File: src/sv/angle_between_3d_vectors_defines.svh
// Assertion macros shared by the angle between 3D vectors block.
`ifndef ANGLE_BETWEEN_3D_VECTORS_DEFINES_SVH
`define ANGLE_BETWEEN_3D_VECTORS_DEFINES_SVH

// Same-cycle implication, sampled on clk, off while arst_n is low.
`define ABV_ASSERT_NOW(label, ante, cons, msg) \
	label: assert property (@(posedge clk) disable iff (!arst_n) (ante) |-> (cons)) \
		else $error(msg);

// Next-cycle implication, sampled on clk, off while arst_n is low.
`define ABV_ASSERT_NEXT(label, ante, cons, msg) \
	label: assert property (@(posedge clk) disable iff (!arst_n) (ante) |=> (cons)) \
		else $error(msg);

`endif

File: src/sv/abv_pkg.sv
// Package with widths, constants and types of the angle between 3D vectors block.
`default_nettype none
package abv_pkg;
	localparam int CW = 16;
	localparam int AFB = 14;
	localparam int ANGLE_W = AFB + 2;
	localparam int PROD_W = 2 * CW;
	localparam int SUM_W = 2 * CW + 1;
	localparam int MAG_W = 2 * CW;
	localparam int NB_W = $clog2(MAG_W + 1);
	localparam int NORM_W = 31;
	localparam int SQ_W = 2 * NORM_W;
	localparam int C2_W = 64;
	localparam int ROOT_W = 32;
	localparam int SQRT_STEPS = 32;
	localparam int XY_W = 44;
	localparam int Z_W = 64;
	localparam int CORDIC_STEPS = 40;
	localparam int Q_SHIFT = 60 - AFB;

	localparam logic [63:0] PI_Q60 = 64'h3243F6A8885A308D;
	localparam logic [63:0] HALF_PI_Q60 = 64'h1921FB54442D1846;
	localparam logic [63:0] QUARTER_PI_Q60 = 64'h0C90FDAA22168C23;
	localparam logic [63:0] ROUND_Q60 = 64'd1 << (Q_SHIFT - 1);
	localparam logic [ANGLE_W-1:0] ANGLE_MAX = ANGLE_W'((PI_Q60 + ROUND_Q60) >> Q_SHIFT);

	// Information that travels beside the magnitudes down the pipeline.
	typedef struct packed {
		logic zero_vec;
		logic kill;
		logic neg;
		logic [NORM_W-1:0] m3;
	} side_t;

	// Division of one series term by the odd number 2k+1.
	function automatic logic [63:0] div_odd(input logic [63:0] v, input int k);
		logic [63:0] t;
		case (k)
			0: t = v;
			1: t = v / 64'd3;
			2: t = v / 64'd5;
			3: t = v / 64'd7;
			4: t = v / 64'd9;
			5: t = v / 64'd11;
			6: t = v / 64'd13;
			7: t = v / 64'd15;
			8: t = v / 64'd17;
			9: t = v / 64'd19;
			10: t = v / 64'd21;
			11: t = v / 64'd23;
			12: t = v / 64'd25;
			13: t = v / 64'd27;
			14: t = v / 64'd29;
			15: t = v / 64'd31;
			16: t = v / 64'd33;
			17: t = v / 64'd35;
			18: t = v / 64'd37;
			19: t = v / 64'd39;
			20: t = v / 64'd41;
			21: t = v / 64'd43;
			22: t = v / 64'd45;
			23: t = v / 64'd47;
			24: t = v / 64'd49;
			25: t = v / 64'd51;
			26: t = v / 64'd53;
			27: t = v / 64'd55;
			28: t = v / 64'd57;
			29: t = v / 64'd59;
			default: t = 64'd0;
		endcase
		return t;
	endfunction

	// atan(2^-i) in Q60, a truncated Taylor series for i > 0 and pi/4 for i = 0; evaluated at elaboration.
	function automatic logic [63:0] atan_pow2(input int i);
		logic [63:0] sum;
		logic [63:0] v;
		int sh;
		sum = 64'd0;
		if (i == 0) begin
			sum = QUARTER_PI_Q60;
		end else begin
			for (int k = 0; k < 30; k++) begin
				sh = i * (2 * k + 1);
				if (sh <= 60) begin
					v = (64'd1 << 60) >> sh;
					if (k % 2 == 1) begin
						sum = sum - div_odd(v, k);
					end else begin
						sum = sum + div_odd(v, k);
					end
				end
			end
		end
		return sum;
	endfunction
endpackage
`default_nettype wire

File: src/sv/abv_isqrt.sv
// Pipelined floor integer square root, one result bit per stage.
`default_nettype none
module abv_isqrt (
	input wire logic clk,
	input wire logic arst_n,
	input wire logic en,
	input wire logic vin,
	input wire logic [abv_pkg::C2_W-1:0] c2,
	input wire abv_pkg::side_t side_in,
	output logic vout,
	output logic [abv_pkg::ROOT_W-1:0] root,
	output abv_pkg::side_t side_out
);
	import abv_pkg::*;

	logic v_s [SQRT_STEPS+1];
	logic [C2_W-1:0] n_s [SQRT_STEPS+1];
	logic [C2_W-1:0] r_s [SQRT_STEPS+1];
	side_t sd_s [SQRT_STEPS+1];

	assign v_s[0] = vin;
	assign n_s[0] = c2;
	assign r_s[0] = '0;
	assign sd_s[0] = side_in;

	for (genvar j = 0; j < SQRT_STEPS; j++) begin : g_step
		localparam logic [C2_W-1:0] BIT = C2_W'(1) << (C2_W - 2 - 2 * j);
		logic [C2_W-1:0] trial;
		logic [C2_W-1:0] n_nx, r_nx;

		always_comb begin
			trial = r_s[j] + BIT;
			if (n_s[j] >= trial) begin
				n_nx = n_s[j] - trial;
				r_nx = (r_s[j] >> 1) + BIT;
			end else begin
				n_nx = n_s[j];
				r_nx = r_s[j] >> 1;
			end
		end

		always_ff @(posedge clk or negedge arst_n) begin
			if (!arst_n) begin
				v_s[j+1] <= 1'b0;
			end else if (en) begin
				v_s[j+1] <= v_s[j];
			end
		end

		always_ff @(posedge clk) begin
			if (en) begin
				n_s[j+1] <= n_nx;
				r_s[j+1] <= r_nx;
				sd_s[j+1] <= sd_s[j];
			end
		end
	end

	assign vout = v_s[SQRT_STEPS];
	assign root = r_s[SQRT_STEPS][ROOT_W-1:0];
	assign side_out = sd_s[SQRT_STEPS];
endmodule
`default_nettype wire

File: config.mk
export PLATFORM = sky130hd
export DESIGN_NAME = abv_isqrt
export DESIGN_NICKNAME = d
export VERILOG_FILES = /design/src/sv/angle_between_3d_vectors_defines.svh /design/src/sv/abv_pkg.sv /design/src/sv/abv_isqrt.sv
export SDC_FILE = /design/constraint.sdc
export NUM_CORES = 2
export LEC_CHECK = 0
export BUFFER_PORTS_ARGS = -buffer_cell sky130_fd_sc_hd__buf_2
export CELL_PAD_IN_SITES_DETAIL_PLACEMENT = 1
export CELL_PAD_IN_SITES_GLOBAL_PLACEMENT = 1
export CORE_MARGIN = 5
export CORE_UTILIZATION = 48
export DETAILED_ROUTE_END_ITERATION = 8
export PLACE_DENSITY_LB_ADDON = 0.1
export SLEW_MARGIN = 20
export SYNTH_ARGS = -nofsm -noshare
export SYNTH_HDL_FRONTEND = slang
export SYNTH_SLANG_ARGS = --single-unit
File: constraint.sdc
create_clock -name clk -period 3.5 [get_ports clk]
set_input_delay 0.35 -clock clk [delete_from_list [all_inputs] [get_ports clk]]
set_output_delay 0.35 -clock clk [all_outputs]
set_load 0.02 [all_outputs]
-- Word level (Yosys, flattened, before mapping)
Index checks and enable logic that the tools add are counted.
- flip-flop bits (word level): 5120
- bits of input ports: 102
- output and inout port bits: 67
- add/subtract/negate cells: 93
- $lt $le $gt $ge: 32
- multiplexer cells: 63
- operator list (cell ; count):
    64-bit greater-or-equal comparator ; 31
    64-bit 2-to-1 mux ; 31
    63-bit 2-to-1 mux ; 31
    64-bit subtractor ; 30
    63-bit by 11-bit adder with 64-bit output, second input constant ; 1
    63-bit by 13-bit adder with 64-bit output, second input constant ; 1
    63-bit by 15-bit adder with 64-bit output, second input constant ; 1
    63-bit by 17-bit adder with 64-bit output, second input constant ; 1
    63-bit by 19-bit adder with 64-bit output, second input constant ; 1
    63-bit by 21-bit adder with 64-bit output, second input constant ; 1
    63-bit by 23-bit adder with 64-bit output, second input constant ; 1
    63-bit by 25-bit adder with 64-bit output, second input constant ; 1
    63-bit by 27-bit adder with 64-bit output, second input constant ; 1
    63-bit by 29-bit adder with 64-bit output, second input constant ; 1
    63-bit by 3-bit adder with 64-bit output, second input constant ; 1
    63-bit by 31-bit adder with 64-bit output, second input constant ; 1
    63-bit by 33-bit adder with 64-bit output, second input constant ; 1
    63-bit by 35-bit adder with 64-bit output, second input constant ; 1
    63-bit by 37-bit adder with 64-bit output, second input constant ; 1
    63-bit by 39-bit adder with 64-bit output, second input constant ; 1
    63-bit by 41-bit adder with 64-bit output, second input constant ; 1
    63-bit by 43-bit adder with 64-bit output, second input constant ; 1
    63-bit by 45-bit adder with 64-bit output, second input constant ; 1
    63-bit by 47-bit adder with 64-bit output, second input constant ; 1
    other kinds (45) ; 45

-- Longest topological paths before layout
- word-level depth: 3
- mapped depth: 15

-- Least setup slack after synthesis
Ideal clock, no wire load.
- path type: register to register
- from: register n_s[148] in the netlist's numbering
- to: register n_s[121] in the netlist's numbering, data pin
- setup time: 0.266 ns
- data arrival time: 3.130 ns
- data required time: 3.234 ns
- slack: 0.104 ns
- cell stages (with the launch flop): 14
- buffers on the path: 3
- cells stage by stage: edfxtp_1 -> ha_1 -> clkbuf_2 -> nand3_1 -> a2111oi_4 -> nand2_1 -> o31ai_4 -> o21ai_2 -> o41a_1 -> buf_6 -> or4b_4 -> buf_6 -> nor4_4 -> xor2_1
- word-level cells in the longest chain between the ends: 2
- ends and longest elaborated chain (what ; line ; text):
    from (decl) ; abv_isqrt.sv:17 ; logic [C2_W-1:0] n_s [SQRT_STEPS+1];
    from (signal, indexed assignment) ; abv_isqrt.sv:52 ; n_s[j+1] <= n_nx;
    64-bit subtractor or 64-bit greater-or-equal comparator (tied branches) ; abv_isqrt.sv:34, abv_isqrt.sv:33 ;
    64-bit 2-to-1 mux * ; abv_isqrt.sv:33 ; if (n_s[j] >= trial) begin
    net g_step[30].n_nx[57] ; abv_isqrt.sv:29 ; logic [C2_W-1:0] n_nx, r_nx;
The timed path passes the listed nets; every way through them passes the cells marked *.
A chain may end at the register's enable or synchronous reset.

-- Worst setup path after layout
- from: register n_s[330] in the netlist's numbering
- to: register n_s[297] in the netlist's numbering, data pin
- word-level cells in the longest chain between the ends: 2
- ends and longest elaborated chain (what ; line):
    64-bit subtractor or 64-bit greater-or-equal comparator (tied branches) ; abv_isqrt.sv:34, abv_isqrt.sv:33
    64-bit 2-to-1 mux * ; abv_isqrt.sv:33
    net g_step[27].n_nx[41] ; abv_isqrt.sv:29
Marks and branches as above.

==> flow_metrics.tcl <==
set metrics [dict create \
    start_util_pct 48.3 \
    synth_area_leaders "edfxtp_1, ha_1, xnor2_1, xor2_1, a21oi_1" \
    synth_fp_nets 11466 \
    area_delta_synth_final_pct 19.7 \
    drtIter0Drc 6277 \
    drc_errors 0 \
    design_area_um2 186000 \
    fin_crit_sh_pct 105 \
    finClkSkew_ns 0.0628 \
    nets 12974 \
    dieArea_um2 335000 \
    htreeDepth 5 \
    synth_top_area_share_pct 69.7 \
    grt_overflow 0 \
    dpl.hpwl_um 292000 \
    port_buffers 168 \
    failed_checks "negative setup slack" \
    r2r_slack_ns -0.19 \
    p_comb_share_pct 20.1 \
    synth-warning-count 0 \
    regToRegStartpoint "n_s[330]" \
    place.gp.congestion 0.920 \
    synth_cells 10806 \
    crit_type "flip-flop to flip-flop" \
    swShare_pct 27.9 \
    drtAntennaViolNets 0 \
    reg2reg_depth 11 \
    powerDensity_nw_per_um2 664 \
    synth-edff-count 3600 \
    cts_tree "built" \
    cts_sinks 3632 \
    wl_per_cell_um 23.7 \
    synth_top_flop_cell "edfxtp_1" \
    routed_via_density 5.57 \
    worst_setup_path_start_kind "flip-flop" \
    antenna_found_initial 22 \
    finalCriticalPeriod_ns 3.69 \
    clkPwrFrac_pct 33.3 \
    clockBufferDepth 4 \
    hold_viol 0 \
    crit_fanout 6 \
    peakVddDrop_v 0.000449 \
    seq_power_share_pct 46.6 \
    min_from "c2[42]" \
    hold_depth 2 \
    cts_buffers 380 \
    die_h_um 578 \
    min_to "n_s[2026]" \
    switchingPower_mw 34.4 \
    rsz0062_at_grt "true" \
    postLayoutSetupSlackWorst_ns -0.189 \
    vias 94284 \
    rows 208 \
    p_int_mw 88.8 \
    worstPathArrival_ns 4.36 \
    postPlaceCellArea_um2 169000 \
    drv_slew 0 \
    dr.pass1.iters 8 \
    synthMostInstantiatedCell "edfxtp_1" \
    clock.fmax_ghz 0.271 \
    status "complete, but fails checks" \
    pin_count 169 \
    crit_required_ns 4.17 \
    cellLeakagePower_nw 70.0 \
    routed_wl_um 401000 \
    grt_use_total_pct 23.5 \
    setup_tns_ns -7.00 \
    ys_async_sr_fraction_pct 0.881 \
    grt_pass1_wl_um 606000 \
    synthTopCellsByCount "edfxtp_1, inv_1, nor2_1, a21oi_1, nand2_1" \
    synth_cell_types 105 \
    ys_ff_latch 3632 \
    slew_headroom_pct 22.6 \
    r2r_end "n_s[297]" \
    core_area_um2 321000 \
    syn_avg_cell_area_um2 14.4 \
    grt_pass1_vias 100065 \
    clock_latency_ns 0.95 \
    cts.root.buffer_cell "clkbuf_16" \
    drive_above_1_share_pct 18.7 \
    synth_top_area_cell "edfxtp_1" \
    tightest_slew_ns 1.15 \
    hp-class "input port to flip-flop" \
    yosysSeqAreaShare_pct 70.2 \
    cp-end-kind "flip-flop" \
    syn-cell-area_um2 155000 \
    cap_violations 0 \
    setup_viol 77 \
    cts.clk_slew.worst_paths_ns 0.07 \
    grt_start_max_net_pins 148 \
    chipWidth_um 578 \
]
==> what timing repair did <==
action / CTS / global route
hold buffers: 104 / 0
pin swaps: 50 / 108
endpoints found under the hold margin: 147 / 0
setup endpoints to repair: 326 / 424
cloned: 7 / 4
buffers inserted: 22 / 66
gates resized for setup: 172 / 322
==> state kept, by name (all words and copies together) (netlist names) <==
signal,flops
n_s,1984
sd_s,1054
r_s,496
side_out,34
root,32
v_s,31
vout,1
==> logic make-up (layout without fill, tap and decap cells) <==
group | Yosys count | count (layout) | share of synthesized area, %
adders and majority gates | 558 | 558 | 4.50
muxes | 130 | 130 | 0.940
DFF | 3632 | 3632 | 70.2
other | 0 | 7 | 0
AOI/OAI and AO/OA | 1824 | 1824 | 7.43
xor gates and xnor gates | 888 | 888 | 5.01
buffers and inverters | 939 | 2758 | 2.38
and+or+nand+nor | 2835 | 2836 | 9.52
==> worst max path at each step <==
stage               slack [ns]        to      from  cells past startpoint
finish                   -0.19  n_s[297]  n_s[330]                     11
CTS                      -0.20  n_s[297]  n_s[330]                     11
detailed placement       -0.48  n_s[507]  n_s[556]                      9
floorplan                 0.10  n_s[121]  n_s[148]                     13
global placement         -1.02  n_s[868]  n_s[937]                     10
global route             -0.26  n_s[297]  r_s[330]                     12
==> power groups by stage <==
stage | registers, mW | clock network [mW] | logic, mW
finish | 57.5 | 41.0 | 24.8
global route | 57.9 | 44.3 | 26.9
CTS | 57.4 | 42.0 | 23.9
detailed placement | 58.2 | 0 | 23.3
global placement | 58.1 | 0 | 22.6
floorplan | 56.6 | 0 | 14.1
==> per-layer routing <==
layer / routed length (µm) / vias to the layer above / global-route usage, %
met5: 40 / - / 0
met4: 13800 / 4 / 7.64
met3: 22100 / 574 / 4.12
met2: 197000 / 2176 / 40.3
met1: 168000 / 47622 / 30.4
li1: - / 43908 / -
==> final cells by class <==
type                       count  area [µm²]
clock buffer                 445        9820
antenna                        7        17.5
inverter                     697        2630
clock inverter               249        2860
multi-input combinational   6236       44800
tap                         4305        5390
sequential                  3632      109000
timing repair buffer        1367       11200
fill                       30492      136000
==> worst max-delay path: stages, from the launching register on <==
cell and delay, ns:
edfxtp_1 0.43, ha_4 0.30, or4b_4 0.53, or4_4 0.55
nor4_4 0.37, buf_4 0.19, and4b_1 0.21, buf_6 0.13
a211oi_4 0.28, buf_6 0.19, nand4b_1 0.12, xnor2_1 0.15
==> stage by stage <==
stage	total power, mW	cells	hold WS, ns	util [%]	setup WS (ns)
2_1_floorplan	70.6	10806	0.0544	-	0.104
3_3_place_gp	80.7	16045	0.400	52.5	-1.02
3_5_place_dp	81.5	16046	0.405	52.5	-0.483
4_1_cts	123	16873	0.0211	57.1	-0.197
5_1_grt	129	16934	0.0493	57.8	-0.260
6_report	123	16938	0.121	57.8	-0.189
==> placed cells by master (no fill, tap or decap), types with 45 or more instances in the layout <==
cell type / netlist / routed
a21oi_1: 632 / 601
or3_1: 93 / 88
nand2_1: 574 / 555
or4_1: 78 / 70
inv_1: 690 / 684
xnor2_1: 474 / 467
edfxtp_1: 3600 / 3600
nand2b_1: 112 / 111
o21bai_1: 56 / 53
buf_4: 34 / 1001
nand4_1: 153 / 153
a21o_1: 251 / 251
nor4b_1: 54 / 45
ha_1: 558 / 528
mux2_2: 125 / 124
buf_2: 18 / 167
nand3_1: 151 / 143
nor2b_1: 57 / 57
bufinv_16: 0 / 51
clkinv_1: 2 / 80
xor2_1: 414 / 409
nor3_1: 251 / 226
o21ai_0: 380 / 349
buf_12: 0 / 65
nor4_1: 348 / 296
dlygate4sd3_1: 0 / 103
clkinv_2: 0 / 67
nor2_1: 674 / 644
clkbuf_1: 164 / 62
clkbuf_16: 0 / 386
o21a_1: 82 / 82
Power figures use the tool's default switching activity.
